**src/hw/rtl/tbi_pkg.sv**
```systemverilog
package tbi_pkg;

  localparam int unsigned ValW    = 32;
  localparam int unsigned IdxW    = 5;
  localparam int unsigned StatW   = 2;
  localparam int unsigned WeightW = 33;

  typedef enum logic [0:0] {
    CMD_LOAD  = 1'b0,
    CMD_QUERY = 1'b1
  } cmd_t;

  typedef enum logic [StatW-1:0] {
    STAT_OK    = 2'd0,
    STAT_XCLMP = 2'd1,
    STAT_YCLMP = 2'd2,
    STAT_ZERO  = 2'd3
  } status_t;

  typedef struct packed {
    cmd_t                    cmd;
    logic [IdxW-1:0]         row_index;
    logic [IdxW-1:0]         col_index;
    logic signed [ValW-1:0]  entry_value;
    logic signed [ValW-1:0]  query_x;
    logic signed [ValW-1:0]  query_y;
  } in_item_t;

  typedef struct packed {
    logic signed [ValW-1:0]  interp_value;
    status_t                 status;
  } out_item_t;

  // Handshake between the sequencer and a bit-serial arithmetic unit.
  typedef struct packed {
    logic start;
    logic done;
  } unit_ctl_t;

endpackage

```
**src/hw/rtl/tbi_div.sv**
```systemverilog
// Restoring divider: one quotient bit per cycle. num and den are unsigned with
// num < den; the quotient has 32 fraction bits.
module tbi_div (
  input  logic        clk,
  input  logic        rst_n,
  input  logic        start,
  input  logic [32:0] num,
  input  logic [32:0] den,
  output logic        done,
  output logic [31:0] quot
);
  import tbi_pkg::*;

  logic [33:0] rem_r, rem_nxt;
  logic [32:0] den_r;
  logic [31:0] q_r, q_nxt;
  logic [5:0]  cnt_r, cnt_nxt;
  logic        busy_r, busy_nxt;
  logic        done_r, done_nxt;
  logic [33:0] sh;

  always_comb begin
    rem_nxt  = rem_r;
    q_nxt    = q_r;
    cnt_nxt  = cnt_r;
    busy_nxt = busy_r;
    done_nxt = 1'b0;
    sh       = {rem_r[32:0], 1'b0};
    if (start) begin
      rem_nxt  = {1'b0, num};
      q_nxt    = '0;
      cnt_nxt  = '0;
      busy_nxt = 1'b1;
    end else if (busy_r) begin
      if (sh >= {1'b0, den_r}) begin
        rem_nxt = sh - {1'b0, den_r};
        q_nxt   = {q_r[30:0], 1'b1};
      end else begin
        rem_nxt = sh;
        q_nxt   = {q_r[30:0], 1'b0};
      end
      cnt_nxt = cnt_r + 6'd1;
      if (cnt_r == 6'd31) begin
        busy_nxt = 1'b0;
        done_nxt = 1'b1;
      end
    end
  end

  always_ff @(posedge clk) begin
    if (!rst_n) begin
      busy_r <= 1'b0;
      done_r <= 1'b0;
      cnt_r  <= '0;
    end else begin
      busy_r <= busy_nxt;
      done_r <= done_nxt;
      cnt_r  <= cnt_nxt;
    end
    rem_r <= rem_nxt;
    q_r   <= q_nxt;
    if (start) den_r <= den;
  end

  assign done = done_r;
  assign quot = q_r;

  a_done_pulse: assert property (@(posedge clk) disable iff (!rst_n)
    done_r |=> !done_r) else $error("divider done not a pulse");
  a_cnt_idle: assert property (@(posedge clk) disable iff (!rst_n)
    !busy_r |-> !done_nxt) else $error("done without busy");
  a_cnt_range: assert property (@(posedge clk) disable iff (!rst_n)
    busy_r |-> cnt_r < 6'd32) else $error("divider count overrun");
endmodule

```
**config.mk**
```make
export PLATFORM = sky130hd
export DESIGN_NAME = tbi_div
export DESIGN_NICKNAME = d
export VERILOG_FILES = /design/src/hw/rtl/tbi_pkg.sv /design/src/hw/rtl/tbi_div.sv
export SDC_FILE = /design/constraint.sdc
export NUM_CORES = 1
export LEC_CHECK = 0
export ABC_AREA = 0
export BUFFER_PORTS_ARGS = -buffer_cell sky130_fd_sc_hd__buf_2
export CORE_UTILIZATION = 57
export CTS_CLUSTER_DIAMETER = 100
export CTS_CLUSTER_SIZE = 24
export DETAILED_ROUTE_END_ITERATION = 8
export PLACE_DENSITY = 0.81
export SLEW_MARGIN = 30
export SYNTH_ARGS = -nofsm -noshare
export SYNTH_HDL_FRONTEND = slang
export SYNTH_SLANG_ARGS = --single-unit
```
**constraint.sdc**
```tcl
create_clock -name clk -period 3.39 [get_ports clk]
set_clock_uncertainty 0.15 [all_clocks]
set_input_delay 0.339 -clock clk [delete_from_list [all_inputs] [get_ports clk]]
set_output_delay 0.339 -clock clk [all_outputs]
set_load 0.03 [all_outputs]
```
After elaboration in Yosys (flattened, before gate mapping)
Cells that the tools add are included.
{ "totals": {"ff_bits": 106, "in_bits": 69} }
{ "classes": {"add_sub_neg": 2, "magnitude_cmp": 1, "eq_ne": 1, "mux": 8, "bitwise": 2, "reduce_logical": 3} }
{ "ops": {"columns": ["op", "count"], "rows": [
  ["2-to-1 mux 33 bit", 3],
  ["greater-or-equal comparator 34 x 33 -> 1 bit", 1],
  ["subtractor 33 bit", 1],
  ["adder 6 x 1 -> 6 bit (second input constant)", 1],
  ["equality test 6 x 5 -> 1 bit (second input constant)", 1],
  ["2-to-1 mux 1 bit", 5],
  ["OR reduction 3 bit", 1],
  ["NOT 1 bit", 2],
  ["nonzero test 2 bit", 1],
  ["OR reduction 2 bit", 1]
]} }

Depth between registers and ports, before layout
{ "depth": {"ltp_word": 4, "ltp_mapped": 14} }

Worst setup path before layout
OpenSTA, ideal clock, no wires.
{ "synth_path": {"path_type": "flip-flop to flip-flop", "start": "register rem_r[0]", "end": "register rem_r[1] (data pin)", "setup_time_ns": 0.260, "arrival_time_ns": 2.478, "setup_slack_ns": 0.502, "stages_incl_launch_ff": 14, "path_cell_list": "edfxtp_1 > inv_1 > fa_1 > nand2b_1 > a21oi_1 > o211ai_1 > a21boi_2 > o21bai_2 > a21boi_2 > or2_1 > buf_4 > buf_6 > a21oi_1 > mux2_2"} }
{ "synth_between": {"elab_chain_cells": 4, "elab_cells_between_ends": 5, "cone_classes": "1 x add/sub; 1 x order compare; 3 x mux"} }
{ "synth_lines": {"columns": ["element", "line_no", "source"], "rows": [
  ["start: declaration", "tbi_div.sv:14", "logic [33:0] rem_r, rem_nxt;"],
  ["start signal: assignment", "tbi_div.sv:60", "rem_r <= rem_nxt;"],
  ["subtractor 33 bit or greater-or-equal comparator 34 x 33 -> 1 bit (tied branches)", "tbi_div.sv:36, tbi_div.sv:35", null],
  ["2-to-1 mux 33 bit (*)", "tbi_div.sv:35", "if (sh >= {1'b0, den_r}) begin"],
  ["2-to-1 mux 33 bit (*)", "tbi_div.sv:34", "end else if (busy_r) begin"],
  ["2-to-1 mux 33 bit (*)", "tbi_div.sv:29", "if (start) begin"],
  ["via rem_nxt[1]", "tbi_div.sv:14", null]
]} }
The timed path passes the listed nets; every way through them passes the cells marked *. The select of a mux whose other input is x is not followed.
A chain may end at the register's enable or synchronous reset.

Worst setup path after layout
{ "layout_path": {"start": "register rem_r[2]", "end": "register rem_r[27] (data pin)"} }
Same word-level chain as after synthesis.

==> impl_metrics.ini <==
[run_status]
outcome = finished, final reports clean

[sta]
fin_crit_sh = 0.933
finalSetupViolations = 0
fin_setup_tns_ps = 0
period_needed_ps = 3160
max-slew-margin-rel = 0.455
maxSlewViolCount = 0
rsz0062_at_grt = no
worst_pin_slew_ps = 818
fmax_mhz = 316
hold_viol_final = 0

[floorplan]
coreArea_mm2 = 0.0104
initial_core_util = 0.591
ioPinCount = 102
die_area_mm2 = 0.0112
die_w_um = 106
die_height_um = 106
core.rowCount = 37

[synthesis]
synth_xor_xnor_area_share = 0.0386
ys_seq_area_frac = 0.454
ys_warn_count = 0
synth.area.mux_share = 0.0590
synthArstFlopShare = 0
synth_edf_count = 66
synth_top_family_by_area = compound AO/OA/AOI/OAI gates
ys_ff_latch = 106
synth-compound-area-share = 0.175
ys.flop_type = edfxtp_1
yosys.area.top_type_share = 0.323
synth_most_common_cell = nor2_1
synth_area_leaders = edfxtp_1, dfxtp_1, ha_1, mux2i_1, nor2_1
synthSimpleGateAreaFrac = 0.153
yosysTopAreaCell = edfxtp_1
synthCells = 634
syn-num-nets = 738
synth_commonest_cells = nor2_1, edfxtp_1, nand2_1, a21oi_1
syn_area_per_cell_um2 = 9.66
synthAdderAreaFrac = 0.0727
syn_area_mm2 = 0.00613
synth_cell_types = 63

[clocking]
clk_pin_slew_worst_paths_ps = 110
cts_root_buf = clkbuf_8
cts_made_buffers = 9
clock-sinks = 106
htreeDepth = 3
clockBufferDepth = 2
post_cts_buffers = 0
clk_latency_ps = 400
cts_tree = yes

[global_route]
overflow = 0
track_usage = 0.249
grt_pass1_vias = 4961
busiest_layer = met2
grt_max_degree = 61
grt_util_met3 = 0.0742
gr-usage-met2 = 0.414
grt.met1_usage = 0.310
grt_pass1_wl_um = 22200
grt_antenna_before_repair = 0

[route]
drtPass1Iterations = 5
route.detailed.drc = 0
drtIter0Drc = 256
num_vias = 5111
viasPerCell = 5.69
drtAntennaViolNets = 0
wl_per_cell_um = 15.0
routed_wl_um = 13500

[placed_design]
port_buffers = 101
dp_hpwl_um = 9580
dp.cells = 850
place.gp.congestion = 0.895
dpl_cell_area_mm2 = 0.00674

[cells_and_area]
multi_input_area_mm2 = 0.00309
final_cells = 899
fin_nets = 862
fin_area_mm2 = 0.00730
syn_to_final_growth_pct = 19.1
fillers = 805
final-seq-area_mm2 = 0.00278
antenna_cells = 0
drive_gt1_frac = 0.195

[critical_path]
rr_worst_depth = 10
worstSetupPathType = register to register
cp_cell_sequence = ha_1 > nand3_1 > o21bai_1 > a21oi_1 > a2111o_1 > a31oi_4 > o41ai_4 > nor2_2 > xnor2_1 > a221o_1
critPathLaunchType = register
cpMaxStageDelayCell = edfxtp_1
cp_max_fo = 5
r2r-end = rem_r[27]
crit_end = rem_r[27]
r2r-start = rem_r[2]
startpoint = rem_r[2]
crit_required_ps = 3390
slowest_delay_ps = 410
crit_arrival_ps = 3160
r2r_slack_ps = 230
endpoint_kind = register

[power]
leakage_nw = 3.24
vdd_ir_drop_max_mv = 0.460
power.density_mw_per_mm2 = 574

[min_path]
hold_class = input port to register

[run]
cap_viol_max_count = 0
[area by class of cell]
class                           count  share of cell area
Tap cell                          136              0.0233
Sequential cell                   106               0.381
Timing Repair Buffer              142               0.125
Clock buffer                        9              0.0170
Inverter                           40              0.0206
Multi-Input combinational cell    459               0.423
Clock inverter                      7             0.00960
[layout by cell type, fill, tap and decap left out, drive strengths merged, types with 2 or more instances in the layout]
cell,instances
a211oi,5
a21boi,3
a21o,22
a21oi,46
a221o,3
a221oi,3
a2bb2oi,4
a31oi,19
a41oi,2
and3,5
buf,109
clkbuf,9
clkinv,2
dfxtp,40
dlygate4sd3,33
edfxtp,66
ha,34
inv,45
mux2i,35
nand2,62
nand2b,3
nand3,10
nand4,10
nor2,84
nor2b,9
nor3,11
nor4,4
nor4b,3
o211ai,3
o21a,3
o21ai,21
o21bai,6
o31ai,2
or2,5
xnor2,16
xor2,11
[critical path, delay by kind of cell, from the launching register on]
family / cells / cell delay [ps]
XOR/XNOR: 1 / 130
flip-flops: 1 / 410
adder cells (fa/ha/maj): 1 / 390
AND/OR/NAND/NOR: 2 / 190
AO/OA/AOI/OAI: 6 / 1630
[worst min-delay path by stage]
| stage | from | to | slack [ps] | cells after the start |
|---|---|---|---|---|
| detailed placement | cnt_r[5] | done | 310 | 1 |
| finish | rst_n | busy_r | 30 | 2 |
| global placement | cnt_r[5] | done | 300 | 1 |
| floorplan | cnt_r[5] | done | 270 | 1 |
| global route | rst_n | busy_r | 20 | 2 |
| CTS | rst_n | busy_r | 20 | 2 |
[stage by stage]
stage	worst slack (ps)	util	power (mW)	hold slack, ps
final	227	0.704	4.19	30.3
after global routing	47.4	0.704	4.44	20.1
after CTS	144	0.701	4.16	17.4
after detailed placement	186	0.650	3.34	310
after global placement	253	0.650	3.31	301
after floorplan	502	-	2.99	274
[per-layer routing]
layer	up-vias	routed length (um)
met3	23	864
met2	160	6220
li1	2520	-
met1	2408	6150
met5	-	0
met4	0	240
[state kept, by name (all words and copies together) (netlist names)]
signal  cells
rem_r      33
quot       32
cnt_r       6
den_r      33
done        1
busy_r      1
[what timing repair did]
action	4_1_cts	5_1_grt
setup endpoints to repair	0	7
hold buffers	33	0
resized for setup	0	4
hold endpoints to repair	33	0
[report_power, final]
| part | switching [mW] | internal (mW) | total [mW] | leakage (nW) |
|---|---|---|---|---|
| clock | 0.499 | 0.291 | 0.790 | 0.103 |
| sequential | 0.0781 | 1.56 | 1.63 | 0.974 |
| combinational | 1.01 | 0.759 | 1.76 | 2.16 |
[logic make-up (layout without fill, tap and decap cells)]
kind of cell    count (synthesis)  in the layout
flops                         106            106
simple gates                  209            209
fa+ha+maj                      35             35
buf+inv                        69            198
mux                            36             36
compound gates                152            152
xor+xnor                       27             27
Note: power is estimated with default switching activity, not from simulation.
