### src/hw/rtl/tbi_pkg.sv
package tbi_pkg;

  localparam int unsigned ValW    = 32;
  localparam int unsigned IdxW    = 5;
  localparam int unsigned StatW   = 2;
  localparam int unsigned WeightW = 33;

  typedef enum logic [0:0] {
    CMD_LOAD  = 1'b0,
    CMD_QUERY = 1'b1
  } cmd_t;

  typedef enum logic [StatW-1:0] {
    STAT_OK    = 2'd0,
    STAT_XCLMP = 2'd1,
    STAT_YCLMP = 2'd2,
    STAT_ZERO  = 2'd3
  } status_t;

  typedef struct packed {
    cmd_t                    cmd;
    logic [IdxW-1:0]         row_index;
    logic [IdxW-1:0]         col_index;
    logic signed [ValW-1:0]  entry_value;
    logic signed [ValW-1:0]  query_x;
    logic signed [ValW-1:0]  query_y;
  } in_item_t;

  typedef struct packed {
    logic signed [ValW-1:0]  interp_value;
    status_t                 status;
  } out_item_t;

  // Handshake between the sequencer and a bit-serial arithmetic unit.
  typedef struct packed {
    logic start;
    logic done;
  } unit_ctl_t;

endpackage

### src/hw/rtl/tbi_mul.sv
// Shift-add multiplier: mag (33 bits) times weight (33 bits), one weight bit
// per cycle, returning the product shifted right by 32.
module tbi_mul (
  input  logic        clk,
  input  logic        rst_n,
  input  logic        start,
  input  logic [32:0] mag,
  input  logic [32:0] wgt,
  output logic        done,
  output logic [32:0] prod
);
  import tbi_pkg::*;

  logic [65:0] acc_r, acc_nxt;
  logic [32:0] mag_r;
  logic [32:0] w_r, w_nxt;
  logic [5:0]  cnt_r, cnt_nxt;
  logic        busy_r, busy_nxt;
  logic        done_r, done_nxt;

  // Accumulate from the top weight bit down: acc = acc*2 + mag*bit.
  always_comb begin
    acc_nxt  = acc_r;
    w_nxt    = w_r;
    cnt_nxt  = cnt_r;
    busy_nxt = busy_r;
    done_nxt = 1'b0;
    if (start) begin
      acc_nxt  = '0;
      w_nxt    = wgt;
      cnt_nxt  = '0;
      busy_nxt = 1'b1;
    end else if (busy_r) begin
      acc_nxt = {acc_r[64:0], 1'b0} + (w_r[32] ? {33'd0, mag_r} : 66'd0);
      w_nxt   = {w_r[31:0], 1'b0};
      cnt_nxt = cnt_r + 6'd1;
      if (cnt_r == 6'd32) begin
        busy_nxt = 1'b0;
        done_nxt = 1'b1;
      end
    end
  end

  always_ff @(posedge clk) begin
    if (!rst_n) begin
      busy_r <= 1'b0;
      done_r <= 1'b0;
      cnt_r  <= '0;
    end else begin
      busy_r <= busy_nxt;
      done_r <= done_nxt;
      cnt_r  <= cnt_nxt;
    end
    acc_r <= acc_nxt;
    w_r   <= w_nxt;
    if (start) mag_r <= mag;
  end

  assign done = done_r;
  assign prod = acc_r[64:32];

  a_done_pulse: assert property (@(posedge clk) disable iff (!rst_n)
    done_r |=> !done_r) else $error("multiplier done not a pulse");
  a_cnt_range: assert property (@(posedge clk) disable iff (!rst_n)
    busy_r |-> cnt_r <= 6'd32) else $error("multiplier count overrun");
  a_no_restart: assert property (@(posedge clk) disable iff (!rst_n)
    done_r |-> !busy_r) else $error("multiplier busy after done");
endmodule

### config.mk
export PLATFORM = sky130hd
export DESIGN_NAME = tbi_mul
export DESIGN_NICKNAME = d
export VERILOG_FILES = /design/src/hw/rtl/tbi_pkg.sv /design/src/hw/rtl/tbi_mul.sv
export SDC_FILE = /design/constraint.sdc
export NUM_CORES = 1
export LEC_CHECK = 0
export BUFFER_PORTS_ARGS = -buffer_cell sky130_fd_sc_hd__buf_2
export CORE_ASPECT_RATIO = 0.6
export CORE_MARGIN = 3
export CORE_UTILIZATION = 36
export CTS_CLUSTER_DIAMETER = 150
export DETAILED_ROUTE_END_ITERATION = 7
export PLACE_DENSITY = 0.61
export SETUP_SLACK_MARGIN = 0.02
export SLEW_MARGIN = 10
export SYNTH_ARGS = -nofsm -noshare
export SYNTH_HDL_FRONTEND = slang
export SYNTH_SLANG_ARGS = --single-unit
### constraint.sdc
create_clock -name clk -period 9.2 [get_ports clk]
set_input_delay 0.46 -clock clk [delete_from_list [all_inputs] [get_ports clk]]
set_output_delay 0.46 -clock clk [all_outputs]
set_load 0.005 [all_outputs]
Word-level counts from Yosys, hierarchy flattened
Index checks and enable logic that the tools add are counted.

word-level totals
  logic and storage cells = 21
  input port bits = 69
  bits in registers = 139

cells by class
  equality and inequality tests = 1
  reduce and logical (&&, ||, !) cells = 3
  muxes and demuxes = 7
  bitwise gates (word level) = 2
  add/subtract/negate cells = 2

operators with widths
  cell                                         number
  two-way mux 33 bit                           3
  adder 65 x 33 -> 65 bit                      1
  adder 6 x 1 -> 6 bit, second input constant  1
  == test 6 bit, second input constant         1
  two-way mux 1 bit                            4
  OR reduction 3 bit                           1
  NOT 1 bit                                    2
  nonzero test 2 bit                           1
  OR reduction 2 bit                           1

Logic depth before layout (Yosys ltp)
Gate-level depths: netlist (run 1).

  word-level depth = 4
  mapped depth = 13

Least setup slack after synthesis (run 1)
No wires, ideal clock.

  path kind = register to register
  start = register w_r[32]
  end = register acc_r[53]
  data required time = 9109 ps
  cell stages (with the launch flop) = 13
  path slack = 6202 ps
  data arrival time = 2907 ps
  path through = edfxtp_1 and2_1 ha_1 fa_1 a211oi_1 nor3_1 o21ai_1 a31oi_1 o211ai_1 buf_4 nand2_1 a31o_2 a311oi_1

on the way
  longest elaborated chain between the ends = 2

ends and longest elaborated chain
  what                     line           source
  start, declared          tbi_mul.sv:16  logic [32:0] w_r, w_nxt;
  start signal, assigned   tbi_mul.sv:55  w_r <= w_nxt;
  two-way mux 33 bit       tbi_mul.sv:34  acc_nxt = {acc_r[64:0], 1'b0} + (w_r[32] ? {33'd0, mag_r} : 66'd0);
  adder 65 x 33 -> 65 bit  tbi_mul.sv:34
  end signal, assigned     tbi_mul.sv:54  acc_r <= acc_nxt;
  end, declared            tbi_mul.sv:14  logic [65:0] acc_r, acc_nxt;

Every way passes these cells.
A chain may end at the register's enable or synchronous reset.

Worst setup path after layout (run 1)
Ends and elaborated chain as after synthesis.

==> out/metrics.yaml, run 1 <==
run_status:
  status: "completed"
clock_network:
  clock_latency_ns: 0.42
  cts.sinks: 139
  cts_buffers: 17
  cts_tree: "yes"
  cts_resized: 0
  postCtsSetupBuffers: 0
  cts_hold_buffers: 0
  root_buffer: "clkbuf_16"
  ctsLongestPathBuffers: 2
  clkTransAtPathRegs_ns: 0.06
  htreeDepth: 4
grt:
  grt_pass1_wl_mm: 31.3
  grtUsageTotal_pct: 16.5
  grt_max_degree: 64
  overflow: 0
  antenna_found_initial: 0
  grt_pass1_vias: 5758
sta:
  fin_skew_ns: 0.00738
  rsz0062_at_grt: "false"
  tightest_slew_ns: 1.21
  min_period_over_period_pct: 45.5
  fin_tns_setup_ns: 0
  drv_slew: 0
  fmax_mhz: 239
  period_minus_slack_ns: 4.19
  final-setup-viol-count: 0
  hold_viol_final: 0
  slew_headroom_pct: 19.3
die:
  dieArea_um2: 24100
  design.core.area_um2: 21400
  row_count: 41
  num_io_pins: 103
  start_util_pct: 37.3
  die_h_um: 122
  dieWidth_um: 199
logic_synthesis:
  ys_ff_latch: 139
  syn_area_um2: 8010
  synthArstFlopShare_pct: 0
  synthTopCellsByCount: "nor2_1 (76), dfxtp_1 (73), edfxtp_1 (66)"
  synth.distinct_cells: 71
  synth-edff-count: 66
  synth_flop_cell: "dfxtp_1"
  synth.avg_cell_area_um2: 9.84
  synth_top_area_share_pct: 24.8
  synth.most_common_cell: "nor2_1"
  yosys_warnings: 0
  yosys.area.top_type: "edfxtp_1"
  synth_area_leaders: "edfxtp_1 (25%), dfxtp_1 (18%), ha_1 (5.3%)"
  syn_nets: 918
  synth_seq_area_share_pct: 43.0
  synth_cells: 814
worst_setup_path:
  r2r_start: "w_r[32]$_DFFE_PP_"
  ff2ff_path_depth: 12
  cp.arrival_ns: 4.52
  timing.rr.end: "acc_r[53]$_SDFFE_PP0P_"
  r2r_slack_ns: 5.01
  critPathKind: "reg -> reg"
  path_max_fanout: 33
  startpoint_type: "register"
  endpoint_kind: "register"
  setup.worst_path.start: "w_r[32]$_DFFE_PP_"
  critPathRequiredTime_ns: 9.53
final_layout:
  fin_nets: 970
  drive_gt1_share_pct: 22.4
  area_delta_synth_final_pct: 13.1
  num_antenna_cells: 0
routing:
  first_iter_violations: 409
  detail-route-antenna-nets: 0
  wl_per_cell_um: 16.9
  viasPerCell: 5.26
  drc: 0
  via_count: 6087
  routed_wl_mm: 19.6
  dr.pass1.iters: 5
worst_hold_path:
  min_path_type: "in -> reg"
  hold_depth: 1
  worstHoldStart: "mag[2]"
  hold_end: "mag_r[2]$_DFFE_PP_"
power_and_ir_drop:
  p_switching_w: 0.000439
  pwr_density_cell_nw_per_um2: 185
  leakage_nw: 3.50
  p_total_w: 0.00168
  power_frac_seq_pct: 43.6
  comb_power_share_pct: 14.5
  clkPwrFrac_pct: 41.8
  p_int_w: 0.00124
  switching_share_pct: 26.2
  peakVddDrop_mv: 0.133
placement:
  gp_congestion: 0.857
  place_hpwl_mm: 13.9
  io_buffers: 102
flow_run:
  drv_cap: 0
==> layer usage <==
layer	vias up	GRT usage (%)	part of all wire (%)
li1	3031	-	-
met1	2899	27.0	56
met2	148	21.7	38
met3	9	4.19	5.2
met4	0	2.76	0.71
met5	-	0	0
==> sequential cells by signal, summed over array words and instances, names as in the netlist <==
name / cells
w_r: 33
mag_r: 33
busy_r: 1
cnt_r: 6
done: 1
acc_r: 65
==> critical path: stages (launching register included) <==
cell,delay (ns)
edfxtp_1,0.36
buf_4,0.24
and2_1,0.19
ha_1,0.21
fa_1,0.44
a211oi_1,0.39
nor3_1,0.14
o21ai_1,0.19
a31oi_1,0.15
o211ai_1,0.98
nand2_1,0.25
a31o_2,0.30
a311oi_1,0.24
==> final cells by class <==
| class | count | area [um^2] |
|---|---|---|
| fill | 2102 | 12400 |
| multi-input combinational | 583 | 4050 |
| sequential | 139 | 3440 |
| timing repair buffer | 107 | 551 |
| clock buffer | 20 | 447 |
| tap | 279 | 349 |
| clock inverter | 12 | 148 |
| inverter | 18 | 67.6 |
==> worst max path at each step <==
stage	cells past startpoint	endpoint
after CTS	12	acc_r[53]$_SDFFE_PP0P_
after detailed placement	12	acc_r[53]$_SDFFE_PP0P_
final	12	acc_r[53]$_SDFFE_PP0P_
after global routing	12	acc_r[53]$_SDFFE_PP0P_
after floorplan	12	acc_r[53]$_SDFFE_PP0P_
after global placement	12	acc_r[53]$_SDFFE_PP0P_
==> cell usage in the layout, fill, tap and decap left out, types with 7 or more instances in the layout <==
cell / Yosys / routed
xnor2_1: 44 / 44
nand4_1: 22 / 22
buf_2: 8 / 101
a21o_1: 14 / 14
and2_1: 34 / 34
xor2_1: 10 / 10
and3_1: 13 / 13
inv_1: 18 / 18
mux2i_1: 18 / 18
a21oi_1: 39 / 39
dfxtp_1: 73 / 72
nand2_1: 64 / 64
mux2_2: 32 / 32
a211oi_1: 23 / 23
nor4_1: 7 / 7
clkbuf_16: 0 / 17
edfxtp_1: 66 / 66
nand3_1: 16 / 16
o21ai_0: 30 / 30
nor3_1: 18 / 18
ha_1: 34 / 34
nor2_1: 76 / 76
==> power by group through the flow <==
| stage | clock [W] | sequential [W] | combinational, W |
|---|---|---|---|
| floorplan | 0 | 0.000731 | 0.000188 |
| global placement | 0 | 0.000743 | 0.000239 |
| detailed placement | 0 | 0.000744 | 0.000240 |
| CTS | 0.000717 | 0.000731 | 0.000243 |
| global route | 0.000745 | 0.000737 | 0.000271 |
| finish | 0.000701 | 0.000731 | 0.000243 |
==> kinds of logic after synthesis <==
| family | count (synthesis) | synth area share [%] |
|---|---|---|
| AND/OR/NAND/NOR | 276 | 17.6 |
| buffers and inverters | 92 | 6.38 |
| adder cells (fa/ha/maj) | 35 | 5.56 |
| multiplexers | 50 | 6.75 |
| AO/OA/AOI/OAI | 168 | 14.8 |
| flip-flops | 139 | 43.0 |
| XOR/XNOR | 54 | 5.91 |
==> stage by stage <==
stage | util (%) | hold slack (ns) | instances | instance area (um^2) | worst slack (ns)
floorplan | - | 0.432 | 814 | 8010 | 6.20
global placement | 39.5 | 0.447 | 1126 | 8460 | 5.06
detailed placement | 39.5 | 0.456 | 1126 | 8460 | 5.05
CTS | 42.2 | 0.187 | 1158 | 9060 | 5.02
global route | 42.2 | 0.184 | 1158 | 9060 | 4.66
finish | 42.2 | 0.206 | 1158 | 9060 | 5.01
No activity file was read; power rests on OpenSTA's default activity.
==> run 2, diff against run 1 <==
PLACE_DENSITY = 0.63   (was 0.61)
clock period = 3.81 ns   (was 9.2 ns; I/O delays follow)
==> out/metrics.yaml, run 2 (synthesized netlist as in run 1, its figures left out) <==
run_status:
  status: "completed"
clock_network:
  ctsLongestPathBuffers: 2
  clkTransAtPathRegs_ns: 0.06
  clock_latency_ns: 0.43
  cts_resized: 0
  cts_buffers: 17
  postCtsSetupBuffers: 0
  root_buffer: "clkbuf_16"
  cts_hold_buffers: 33
  cts.sinks: 139
  cts_tree: "yes"
  htreeDepth: 4
die:
  die_h_um: 122
  dieArea_um2: 24100
  start_util_pct: 37.3
  dieWidth_um: 199
  row_count: 41
  design.core.area_um2: 21400
  num_io_pins: 103
worst_setup_path:
  slowest_stage: "fa_1"
  critPathKind: "reg -> reg"
  startpoint_type: "register"
  timing.rr.end: "acc_r[37]$_SDFFE_PP0P_"
  path_delay_family: "compound AO/OA/AOI/OAI gates"
  crit_cells: 13
  cp.arrival_ns: 3.78
  setup.worst_path.start: "w_r[32]$_DFFE_PP_"
  endpoint_kind: "register"
  critical_path.cell_chain: "buf_12 > and2_1 > ha_1 > fa_1 > a211oi_1 > nor3_1 > o21ai_1 > a31oi_1 > o211ai_1 > buf_4 > a211oi_2 > xnor2_1 > a211oi_1"
  critPathBufInv: 2
  ff2ff_path_depth: 13
  critPathRequiredTime_ns: 4.14
  r2r_slack_ns: 0.36
  crit_top_cell: "a211oi_1"
  r2r_start: "w_r[32]$_DFFE_PP_"
  cpPeakStageDelay_ns: 0.43
  cp-endpoint: "acc_r[37]$_SDFFE_PP0P_"
  path_max_fanout: 33
grt:
  overflow: 0
  grt_pass1_vias: 5792
  antenna_found_initial: 0
  grt_max_degree: 73
  grt_pass1_wl_mm: 31.8
  grtUsageTotal_pct: 16.9
routing:
  routed_wl_mm: 20.0
  first_iter_violations: 427
  viasPerCell: 5.24
  via_count: 6292
  drc: 0
  dr.pass1.iters: 5
  wl_per_cell_um: 16.7
  detail-route-antenna-nets: 0
sta:
  drv_slew: 0
  hold_viol_final: 0
  final-setup-viol-count: 0
  tightest_slew_ns: 0.870
  rsz0062_at_grt: "false"
  fin_tns_setup_ns: 0
  slew_headroom_pct: 42.0
  period_minus_slack_ns: 3.45
  fin_skew_ns: 0.0112
  fmax_mhz: 290
  min_period_over_period_pct: 90.4
flow_run:
  drv_cap: 0
placement:
  io_buffers: 102
  place_hpwl_mm: 14.4
  gp_congestion: 0.817
final_layout:
  multiInputGateArea_um2: 4050
  reg.largest.list: "acc_r x65, mag_r x33, w_r x33"
  regMostFlops: "acc_r"
  register_area_um2: 3440
  fillers: 2066
  final_common_cell: "buf_2"
  fin_nets: 1012
  drive_gt1_share_pct: 22.7
  largest_reg_flops: 65
  layout_common_cells: "buf_2 (101), nor2_1 (76), dfxtp_1 (72)"
  num_antenna_cells: 0
  area_delta_synth_final_pct: 18.4
power_and_ir_drop:
  peakVddDrop_mv: 0.317
  leakage_nw: 3.70
  p_total_w: 0.00408
  pwr_density_cell_nw_per_um2: 431
worst_hold_path:
  hold_depth: 2
  min_path_type: "in -> reg"
## run 2: per-layer routing
metal / share of wire (%) / routed length, um / vias up / global-route usage, %
met2: 39 / 7760 / 187 / 22.5
met1: 54 / 10800 / 2982 / 27.2
met4: 0.98 / 196 / 0 / 4.39
met3: 6.4 / 1290 / 16 / 3.47
li1: - / - / 3107 / -
met5: 0 / 0 / - / 0
## run 2: worst min path at each step
stage,end,from
after floorplan,mag_r[0]$_DFFE_PP_,mag[0]
final,busy_r$_SDFF_PN0_,rst_n
after CTS,busy_r$_SDFF_PN0_,rst_n
after detailed placement,mag_r[18]$_DFFE_PP_,mag[18]
after global placement,mag_r[18]$_DFFE_PP_,mag[18]
after global routing,busy_r$_SDFF_PN0_,rst_n
## run 2: worst reg2reg max path, cell delays in order (launching register included)
cell and delay [ns]:
edfxtp_1 0.41, buf_12 0.19, and2_1 0.18, ha_1 0.22, fa_1 0.43, a211oi_1 0.39
nor3_1 0.15, o21ai_1 0.20, a31oi_1 0.15, o211ai_1 0.35, buf_4 0.24, a211oi_2 0.09
xnor2_1 0.13, a211oi_1 0.23
## run 2: report_power, final
group          switching (W)  internal [W]  leakage [nW]
clock network       0.000685       0.00101         0.293
logic               0.000346      0.000283          2.15
registers          0.0000703       0.00169          1.25
total                0.00110       0.00298          3.70
## run 2: layout make-up
type	instances	share of cell area, %
repair buffers	149	10.3
inverters	18	0.713
flip-flops and latches	139	36.3
well taps	279	3.68
clock buffers	19	4.79
multi-input cells	583	42.7
clock inverters	13	1.48
## run 2: per-stage QoR
step | area, um^2 | hold slack (ns) | worst slack (ns) | instances | util (%)
2_1_floorplan | 8010 | 0.289 | 0.812 | 814 | -
3_5_place_dp | 8560 | 0.369 | 0.442 | 1135 | 39.9
3_3_place_gp | 8560 | 0.367 | 0.480 | 1135 | 39.9
6_report | 9480 | 0.0157 | 0.364 | 1200 | 44.2
5_1_grt | 9480 | 0.0143 | 0.138 | 1200 | 44.2
4_1_cts | 9480 | 0.00541 | 0.388 | 1200 | 44.2
